===== src/sv/lr_pkg.sv =====
package lr_pkg;

    localparam int COORD_BITS   = 16;
    localparam int COLOR_BITS   = 32;
    // decision value and its two increments, with headroom for 2 * delta
    localparam int ERR_BITS     = COORD_BITS + 4;
    localparam int IN_RAW_BITS  = 4 * COORD_BITS + COLOR_BITS;
    localparam int IN_DATA_BITS = ((IN_RAW_BITS + 7) / 8) * 8;
    localparam int OUT_RAW_BITS = 2 * COORD_BITS + COLOR_BITS;
    localparam int OUT_DATA_BITS = ((OUT_RAW_BITS + 7) / 8) * 8;

    localparam logic KIND_START = 1'b0;
    localparam logic KIND_NEXT  = 1'b1;

    typedef enum logic [1:0] {
        MODE_STEEP_UP   = 2'd0,
        MODE_STEEP_DOWN = 2'd1,
        MODE_FLAT_UP    = 2'd2,
        MODE_FLAT_DOWN  = 2'd3
    } t_mode;

    typedef logic signed [COORD_BITS-1:0] t_coord;
    typedef logic signed [ERR_BITS-1:0]   t_err;

    // classified item, endpoints already ordered so that x rises
    typedef struct packed {
        logic                    kind;
        t_coord                  ax;
        t_coord                  ay;
        t_coord                  bx;
        t_coord                  by;
        logic [COORD_BITS-1:0]   dx;
        logic [COORD_BITS-1:0]   dy;
        logic                    down;
        logic [COLOR_BITS-1:0]   color;
    } t_cmd;

endpackage


===== src/sv/lr_front.sv =====
module lr_front (
    input  logic                              i_valid,
    input  logic [lr_pkg::IN_DATA_BITS-1:0]   i_data,
    input  logic                              i_kind,
    output logic                              o_push,
    output lr_pkg::t_cmd                      o_cmd
);

    localparam int C = lr_pkg::COORD_BITS;

    lr_pkg::t_coord      ax;
    lr_pkg::t_coord      ay;
    lr_pkg::t_coord      bx;
    lr_pkg::t_coord      by;
    logic                swap;
    logic signed [C:0]   xd_fwd;
    logic signed [C:0]   xd_rev;
    logic signed [C:0]   yd_fwd;
    logic signed [C:0]   yd_rev;
    logic signed [C:0]   yd_sel;
    logic signed [C:0]   yd_oth;

    always_comb begin
        ax = i_data[C-1:0];
        ay = i_data[2*C-1:C];
        bx = i_data[3*C-1:2*C];
        by = i_data[4*C-1:3*C];
        swap = bx < ax;

        // both orders in parallel, the compare only selects
        xd_fwd = {bx[C-1], bx} - {ax[C-1], ax};
        xd_rev = {ax[C-1], ax} - {bx[C-1], bx};
        yd_fwd = {by[C-1], by} - {ay[C-1], ay};
        yd_rev = {ay[C-1], ay} - {by[C-1], by};
        yd_sel = swap ? yd_rev : yd_fwd;
        yd_oth = swap ? yd_fwd : yd_rev;

        o_cmd.kind  = i_kind;
        o_cmd.ax    = swap ? bx : ax;
        o_cmd.ay    = swap ? by : ay;
        o_cmd.bx    = swap ? ax : bx;
        o_cmd.by    = swap ? ay : by;
        o_cmd.dx    = swap ? xd_rev[C-1:0] : xd_fwd[C-1:0];
        o_cmd.down  = yd_sel[C];
        o_cmd.dy    = yd_sel[C] ? yd_oth[C-1:0] : yd_sel[C-1:0];
        o_cmd.color = i_data[4*C+lr_pkg::COLOR_BITS-1:4*C];
        o_push      = i_valid;
    end

endmodule


===== src/sv/lr_fifo.sv =====
module lr_fifo (
    input  logic          i_clk,
    input  logic          i_rst_n,
    input  logic          i_push,
    input  lr_pkg::t_cmd  i_cmd,
    output logic          o_ready,
    input  logic          i_pop,
    output logic          o_valid,
    output lr_pkg::t_cmd  o_cmd
);

    lr_pkg::t_cmd r_mem [2];
    logic         r_wr_ptr;
    logic         r_rd_ptr;
    logic [1:0]   r_count;
    logic         wr_en;
    logic         rd_en;

    assign o_ready = r_count != 2'd2;
    assign o_valid = r_count != 2'd0;
    assign o_cmd   = r_mem[r_rd_ptr];
    assign wr_en   = i_push && o_ready;
    assign rd_en   = i_pop && o_valid;

    always_ff @(posedge i_clk) begin
        if (!i_rst_n) begin
            r_wr_ptr <= 1'b0;
            r_rd_ptr <= 1'b0;
            r_count  <= 2'd0;
        end else begin
            if (wr_en) begin
                r_wr_ptr <= ~r_wr_ptr;
            end
            if (rd_en) begin
                r_rd_ptr <= ~r_rd_ptr;
            end
            case ({wr_en, rd_en})
                2'b10:   r_count <= r_count + 2'd1;
                2'b01:   r_count <= r_count - 2'd1;
                default: r_count <= r_count;
            endcase
        end
    end

    always_ff @(posedge i_clk) begin
        if (wr_en) begin
            r_mem[r_wr_ptr] <= i_cmd;
        end
    end

endmodule


===== src/sv/lr_back.sv =====
module lr_back (
    input  logic                                i_clk,
    input  logic                                i_rst_n,
    input  logic                                i_valid,
    input  lr_pkg::t_cmd                        i_cmd,
    output logic                                o_pop,
    output logic                                o_valid,
    input  logic                                i_ready,
    output logic [lr_pkg::COORD_BITS-1:0]       o_x,
    output logic [lr_pkg::COORD_BITS-1:0]       o_y,
    output logic [lr_pkg::COLOR_BITS-1:0]       o_color,
    output logic                                o_last
);

    localparam int C  = lr_pkg::COORD_BITS;
    localparam int EP = lr_pkg::ERR_BITS - C;

    logic                          r_busy;
    lr_pkg::t_mode                 r_mode;
    lr_pkg::t_coord                r_cur_x;
    lr_pkg::t_coord                r_cur_y;
    lr_pkg::t_coord                r_stop;
    lr_pkg::t_err                  r_err;
    lr_pkg::t_err                  r_step_minor;
    lr_pkg::t_err                  r_step_both;
    logic [lr_pkg::COLOR_BITS-1:0] r_color;
    logic                          r_out_valid;
    lr_pkg::t_coord                r_out_x;
    lr_pkg::t_coord                r_out_y;
    logic [lr_pkg::COLOR_BITS-1:0] r_out_color;
    logic                          r_out_last;

    lr_pkg::t_err   dx_e;
    lr_pkg::t_err   dy_e;
    logic           steep;
    lr_pkg::t_mode  s_mode;
    lr_pkg::t_coord s_x;
    lr_pkg::t_coord s_y;
    lr_pkg::t_coord s_stop;
    lr_pkg::t_err   s_err;
    lr_pkg::t_err   s_minor;
    lr_pkg::t_err   s_both;
    logic           s_last;
    logic           take;
    lr_pkg::t_coord n_x;
    lr_pkg::t_coord n_y;
    lr_pkg::t_err   n_err;
    logic           n_last;

    assign o_pop   = i_valid && (!r_out_valid || i_ready);
    assign o_valid = r_out_valid;
    assign o_x     = r_out_x;
    assign o_y     = r_out_y;
    assign o_color = r_out_color;
    assign o_last  = r_out_last;

    // set up a new line
    always_comb begin
        dx_e  = {{EP{1'b0}}, i_cmd.dx};
        dy_e  = {{EP{1'b0}}, i_cmd.dy};
        steep = i_cmd.dy > i_cmd.dx;
        if (steep) begin
            s_mode  = i_cmd.down ? lr_pkg::MODE_STEEP_DOWN : lr_pkg::MODE_STEEP_UP;
            s_x     = i_cmd.ax;
            s_y     = i_cmd.ay;
            s_stop  = i_cmd.by;
            s_err   = (dx_e <<< 1) - dy_e;
            s_minor = dx_e <<< 1;
            s_both  = (dx_e - dy_e) <<< 1;
        end else begin
            s_mode  = i_cmd.down ? lr_pkg::MODE_FLAT_DOWN : lr_pkg::MODE_FLAT_UP;
            // falling shallow case walks back from the right endpoint
            s_x     = i_cmd.down ? i_cmd.bx : i_cmd.ax;
            s_y     = i_cmd.down ? i_cmd.by : i_cmd.ay;
            s_stop  = i_cmd.down ? i_cmd.ax : i_cmd.bx;
            s_err   = (dy_e <<< 1) - dx_e;
            s_minor = dy_e <<< 1;
            s_both  = (dy_e - dx_e) <<< 1;
        end
        // only a single point ends at its first pixel
        s_last = (i_cmd.dx == '0) && (i_cmd.dy == '0);
    end

    // one Bresenham step
    always_comb begin
        take  = !r_err[lr_pkg::ERR_BITS-1];
        n_err = r_err + (take ? r_step_both : r_step_minor);
        n_x   = r_cur_x;
        n_y   = r_cur_y;
        case (r_mode)
            lr_pkg::MODE_STEEP_UP: begin
                n_y = r_cur_y + C'(1);
                if (take) n_x = r_cur_x + C'(1);
            end
            lr_pkg::MODE_STEEP_DOWN: begin
                n_y = r_cur_y - C'(1);
                if (take) n_x = r_cur_x + C'(1);
            end
            lr_pkg::MODE_FLAT_UP: begin
                n_x = r_cur_x + C'(1);
                if (take) n_y = r_cur_y + C'(1);
            end
            default: begin
                n_x = r_cur_x - C'(1);
                if (take) n_y = r_cur_y + C'(1);
            end
        endcase
        if (r_mode == lr_pkg::MODE_STEEP_UP || r_mode == lr_pkg::MODE_STEEP_DOWN) begin
            n_last = n_y == r_stop;
        end else begin
            n_last = n_x == r_stop;
        end
    end

    always_ff @(posedge i_clk) begin
        if (!i_rst_n) begin
            r_busy       <= 1'b0;
            r_mode       <= lr_pkg::MODE_STEEP_UP;
            r_cur_x      <= '0;
            r_cur_y      <= '0;
            r_stop       <= '0;
            r_err        <= '0;
            r_step_minor <= '0;
            r_step_both  <= '0;
            r_color      <= '0;
            r_out_valid  <= 1'b0;
        end else if (o_pop) begin
            if (i_cmd.kind == lr_pkg::KIND_START) begin
                r_mode       <= s_mode;
                r_cur_x      <= s_x;
                r_cur_y      <= s_y;
                r_stop       <= s_stop;
                r_err        <= s_err;
                r_step_minor <= s_minor;
                r_step_both  <= s_both;
                r_color      <= i_cmd.color;
                r_busy       <= !s_last;
                r_out_valid  <= 1'b1;
            end else if (r_busy) begin
                r_cur_x      <= n_x;
                r_cur_y      <= n_y;
                r_err        <= n_err;
                r_busy       <= !n_last;
                r_out_valid  <= 1'b1;
            end else begin
                // next item with no line running: dropped
                r_out_valid  <= 1'b0;
            end
        end else if (i_ready) begin
            r_out_valid <= 1'b0;
        end
    end

    always_ff @(posedge i_clk) begin
        if (o_pop) begin
            if (i_cmd.kind == lr_pkg::KIND_START) begin
                r_out_x     <= s_x;
                r_out_y     <= s_y;
                r_out_color <= i_cmd.color;
                r_out_last  <= s_last;
            end else begin
                r_out_x     <= n_x;
                r_out_y     <= n_y;
                r_out_color <= r_color;
                r_out_last  <= n_last;
            end
        end
    end

endmodule


===== src/sv/line_rasterizer.sv =====
// Bresenham line rasterizer, one pixel per item.
// Input channel s_axis: tuser is the item kind (start or next); a start item
// carries both endpoints and the color in tdata, a next item's tdata is
// ignored. A start item gives the first pixel at once; each next item gives
// the following pixel. A next item with no line running gives no pixel.
// Output channel m_axis: tdata holds the pixel, tlast marks the final pixel.
// Endpoints are swapped as needed so that x rises; the falling shallow
// case walks from the right endpoint back to the left.
// An item passes the queue entry, then the back end's output register,
// before its pixel appears on m_axis.
// Throughput: one item per cycle while m_axis is ready; each step is one
// add and compare on the error term in the back end. A two-entry queue
// between the classifying front end and the stepping back end, plus the
// output register, keeps s_axis ready while a result waits, so a stall on
// m_axis fills the queue and only then drops o_s_axis_tready.
// Reset (synchronous, active low) empties the queue, clears the output
// valid and ends any running line.
module line_rasterizer (
    input  logic                              i_clk,
    input  logic                              i_rst_n,
    input  logic                              i_s_axis_tvalid,
    output logic                              o_s_axis_tready,
    // start_x, start_y, end_x, end_y, line_color
    input  logic [lr_pkg::IN_DATA_BITS-1:0]   i_s_axis_tdata,
    // kind
    input  logic                              i_s_axis_tuser,
    output logic                              o_m_axis_tvalid,
    input  logic                              i_m_axis_tready,
    // pixel_x, pixel_y, pixel_color
    output logic [lr_pkg::OUT_DATA_BITS-1:0]  o_m_axis_tdata,
    // last_pixel
    output logic                              o_m_axis_tlast
);

    logic                          push;
    logic                          fifo_ready;
    logic                          fifo_valid;
    logic                          pop;
    lr_pkg::t_cmd                  front_cmd;
    lr_pkg::t_cmd                  head_cmd;
    logic [lr_pkg::COORD_BITS-1:0] px;
    logic [lr_pkg::COORD_BITS-1:0] py;
    logic [lr_pkg::COLOR_BITS-1:0] pcolor;

    assign o_s_axis_tready = fifo_ready;
    assign o_m_axis_tdata  = lr_pkg::OUT_DATA_BITS'({pcolor, py, px});

    lr_front u_front (
        .i_valid (i_s_axis_tvalid),
        .i_data  (i_s_axis_tdata),
        .i_kind  (i_s_axis_tuser),
        .o_push  (push),
        .o_cmd   (front_cmd)
    );

    lr_fifo u_fifo (
        .i_clk   (i_clk),
        .i_rst_n (i_rst_n),
        .i_push  (push),
        .i_cmd   (front_cmd),
        .o_ready (fifo_ready),
        .i_pop   (pop),
        .o_valid (fifo_valid),
        .o_cmd   (head_cmd)
    );

    lr_back u_back (
        .i_clk   (i_clk),
        .i_rst_n (i_rst_n),
        .i_valid (fifo_valid),
        .i_cmd   (head_cmd),
        .o_pop   (pop),
        .o_valid (o_m_axis_tvalid),
        .i_ready (i_m_axis_tready),
        .o_x     (px),
        .o_y     (py),
        .o_color (pcolor),
        .o_last  (o_m_axis_tlast)
    );

endmodule


===== config.mk =====
export PLATFORM = sky130hd
export DESIGN_NAME = line_rasterizer
export DESIGN_NICKNAME = d
export VERILOG_FILES = /design/src/sv/lr_pkg.sv /design/src/sv/lr_front.sv /design/src/sv/lr_fifo.sv /design/src/sv/lr_back.sv /design/src/sv/line_rasterizer.sv
export SDC_FILE = /design/constraint.sdc
export NUM_CORES = 1
export LEC_CHECK = 0
export ABC_AREA = 1
export BUFFER_PORTS_ARGS = -buffer_cell sky130_fd_sc_hd__buf_4
export CORE_MARGIN = 2
export CORE_UTILIZATION = 44
export DETAILED_ROUTE_END_ITERATION = 12
export HOLD_SLACK_MARGIN = 0.05
export PLACE_DENSITY = 0.6
export SYNTH_ARGS = -nofsm -noshare
export SYNTH_HDL_FRONTEND = slang
export SYNTH_HIERARCHICAL = 1
export SYNTH_SLANG_ARGS = --single-unit

===== constraint.sdc =====
create_clock -name i_clk -period 7.5 [get_ports i_clk]
set_clock_uncertainty 0.15 [all_clocks]
set_input_delay 1.5 -clock i_clk [delete_from_list [all_inputs] [get_ports i_clk]]
set_output_delay 1.5 -clock i_clk [all_outputs]
set_load 0.03 [all_outputs]

==> impl_metrics.py <==
metrics = {
    "sta": {
        "fin_setup_tns_ps": 0,
        "timing.hold.ws_ps": 295.7,
        "setup_viol": 0,
        "fmax_ghz": 0.2042,
        "hold_viol": 0,
        "post-route-period-util_pct": 65.30,
        "final.setup.worst_slack_ps": 2603,
        "min_period_ps": 4897,
        "worst_pin_slew_ps": 1157,
        "rsz0062_at_grt": "false",
        "report.final.slew_viol_count": 0,
        "slew_headroom_pct": 22.58,
    },
    "setup_path": {
        "cp_common_cell": "nand2_1",
        "critical_path.max_stage_delay_ps": 970,
        "crit_path_max_fanout": 64,
        "r2r_slack_ps": 2600,
        "timing.rr.end": "u_back/r_err[17]$_SDFFE_PN0P_",
        "critPathSlowestCell": "dfxtp_4",
        "reg2reg_depth": 14,
        "startpoint_type": "register",
        "worst-setup-path-type": "register to register",
        "crit_required_ps": 7900,
        "path_cells": "mux2_2 -> inv_1 -> ha_1 -> nand2_1 -> nor2_1 -> nand4_1 -> nand2_4 -> buf_4 -> nand4_1 -> nand2_1 -> nand2_1 -> nand3_1 -> nand2_1 -> inv_1",
        "cp.arrival_ps": 5300,
        "end_kind": "register",
    },
    "clock_tree": {
        "cts_buffer_depth": 3,
        "clock_sinks": 466,
        "clock_latency_ps": 620,
        "cts_made_buffers": 51,
        "cts_hold_buffers": 0,
        "cts_resized": 0,
        "clock-root-buffer": "clkbuf_16",
        "clk_pin_slew_ps": 60,
        "cts_tree": "done",
        "h-tree-depth": 2,
        "cts_setup_buffers": 0,
    },
    "route": {
        "vias": 25894,
        "firstDrtPassIters": 6,
        "routed_via_density": 5.287,
        "drc": 0,
        "dr_wl_met3_mm": 6.419,
        "wl_per_cell_microns": 18.51,
        "dr_wl_met2_mm": 39.15,
        "top_layer_used": "met5",
        "drt_iter0_markers": 2651,
        "m1WireLength_mm": 43.04,
        "drtAntennaViolNets": 0,
        "wl_mm": 90.67,
    },
    "cells_and_area": {
        "fillers": 6810,
        "multiInputGateArea_sq_um": 15310,
        "nets": 4173,
        "layout_commonest_cell": "nand2_1",
        "final_layout_size_suffix_gt1_share_pct": 12.94,
        "n_antenna_cell": 0,
        "layout.area.seq_sq_um": 12590,
        "final_cell_area_sq_um": 34020,
        "syn2layout_area_growth_pct": 9.960,
        "layout_common_cells": "nand2_1 (1,024), inv_1 (459), edfxtp_1 (325), a21oi_1 (304), nand3_1 (248)",
    },
    "grt": {
        "grt_pass1_vias": 23583,
        "grt_pass1_wl_mm": 138.6,
        "gr-total-overflow": 0,
        "grt_max_degree": 113,
        "track_usage_pct": 24.31,
        "antenna_found_initial": 1,
    },
    "synth": {
        "synthArstFlopShare_pct": 0,
        "synthXorXnorAreaFrac_pct": 2.293,
        "syn_nets": 4136,
        "ys_seq_area_share_pct": 40.66,
        "synth_compound_area_share_pct": 14.42,
        "synth_top_family_by_area": "simple AND/OR/NAND/NOR gates",
        "syn-cell-area_sq_um": 30940,
        "synth_edf_count": 325,
        "synth_simple_gate_area_share_pct": 21.31,
        "synth_adder_area_share_pct": 6.567,
        "synth_mux_area_share_pct": 4.796,
        "synthDistinctLibCells": 61,
        "synth_cells": 3878,
        "synth_seq_cells": 466,
        "syn_area_per_cell_sq_um": 7.979,
        "yosys_warnings": 6,
        "ys.flop_type": "edfxtp_1",
    },
    "pwr": {
        "ir_drop_uv": 346.2,
        "p_leak_nw": 15.10,
        "total_power_mw": 15.99,
        "p_per_area_nw_per_um2": 470.0,
    },
    "worst_hold_path": {
        "hold_path_end": "u_back/r_color[6]$_SDFFE_PN0P_",
        "holdPathStages": 2,
        "min_from": "u_back/r_color[6]$_SDFFE_PN0P_",
        "min_path_type": "register to register",
    },
    "floorplan": {
        "die_x_microns": 269.2,
        "num_rows": 97,
        "start_util_pct": 44.34,
        "die_height_microns": 269.2,
        "core_area_sq_um": 69790,
        "dieArea_sq_um": 72460,
        "pin_count": 168,
    },
    "placed_design": {
        "portBuffers": 167,
        "place_area_sq_um": 32280,
        "pre_cts_ws_ps": 2637,
        "place_congestion": 1.011,
        "dp_hpwl_mm": 66.75,
    },
    "job": {
        "cap_viol_max_count": 0,
    },
    "run_status": {
        "status": "finished clean",
    },
}
==> worst max-delay path, delay by kind of cell, from the launching register on <==
| family | cells | cell delay [ps] |
|---|---|---|
| fa+ha+maj | 1 | 500 |
| buf+inv | 3 | 800 |
| flops | 1 | 970 |
| mux | 1 | 410 |
| simple gates | 9 | 1910 |
==> per-layer routing <==
metal	vias to the layer above	GRT usage (%)
li1	12967	-
met1	11993	36.15
met2	826	36.93
met3	106	3.598
met4	2	5.984
met5	-	0
==> state kept, by name, indices dropped and copies added, names as in the netlist, 2 cells and up, named ones only <==
name,count
u_back/r_step_minor,16
u_back/o_color,32
u_back/r_step_both,17
u_back/o_x,16
u_fifo/r_count,2
u_back/r_err,19
u_back/r_cur_y,16
u_back/r_color,32
u_back/r_stop,16
u_back/r_mode,2
u_fifo/r_mem,260
u_back/r_cur_x,16
u_back/o_y,16
==> synthesized netlist by cell type, drive strengths merged (21+ instances only) <==
| master | number | share of area (%) |
|---|---|---|
| ha | 148 | 6.0 |
| a21oi | 316 | 5.3 |
| nand2 | 1070 | 13 |
| o21ai | 337 | 5.5 |
| buf | 127 | 3.2 |
| edfxtp | 325 | 32 |
| mux2 | 130 | 4.7 |
| nand4 | 31 | 0.63 |
| xnor2 | 21 | 0.59 |
| o211ai | 53 | 1.6 |
| dfxtp | 141 | 9.1 |
| clkbuf | 76 | 0.96 |
| inv | 471 | 5.7 |
| nor2 | 188 | 2.4 |
| nand3 | 248 | 4.0 |
| xor2 | 60 | 1.7 |
==> worst max-delay path by stage <==
stage | start | to | slack (ps)
floorplan | i_s_axis_tvalid | u_fifo/r_mem[1][0]$_DFFE_PP_ | 1790
global placement | i_s_axis_tdata[0] | u_fifo/r_mem[0][74]$_DFFE_PP_ | 2670
detailed placement | i_s_axis_tdata[0] | u_fifo/r_mem[0][74]$_DFFE_PP_ | 2640
CTS | register | u_back/o_y[12]$_DFFE_PP_ | 2710
global route | register | u_back/r_cur_x[3]$_SDFFE_PN0P_ | 2340
finish | register | u_back/r_err[17]$_SDFFE_PN0P_ | 2600
==> metrics by stage <==
| stage | utilization, % | std cells |
|---|---|---|
| final | 48.75 | 4898 |
| after detailed placement | 46.26 | 4802 |
| after global routing | 48.75 | 4898 |
| after global placement | 46.26 | 4802 |
| after floorplan | - | 3878 |
| after CTS | 48.75 | 4898 |
==> kinds of logic (layout without fill, tap and decap cells) <==
family / after synthesis / in the layout
AOI/OAI and AO/OA: 785 / 785
xor gates and xnor gates: 81 / 81
adders and majority gates: 157 / 157
buffers and inverters: 677 / 757
DFF: 466 / 466
muxes: 132 / 132
and+or+nand+nor: 1580 / 1580
==> cell type report <==
type	instances	share of cell area (%)
clock buffer	77	4.347
clock inverter	19	0.7723
inverter	474	5.244
multi-input combinational	2735	44.99
sequential	466	36.99
tap	940	3.457
timing repair buffer	187	4.200
==> power by group <==
part / leakage, nW / total (mW) / internal (mW) / switching, mW
clock: 0.846 / 2.59 / 1.54 / 1.05
combinational: 10.0 / 9.15 / 2.87 / 6.27
sequential: 4.24 / 4.25 / 3.76 / 0.495
total: 15.1 / 16.0 / 8.18 / 7.81
Power figures use the tool's default switching activity.
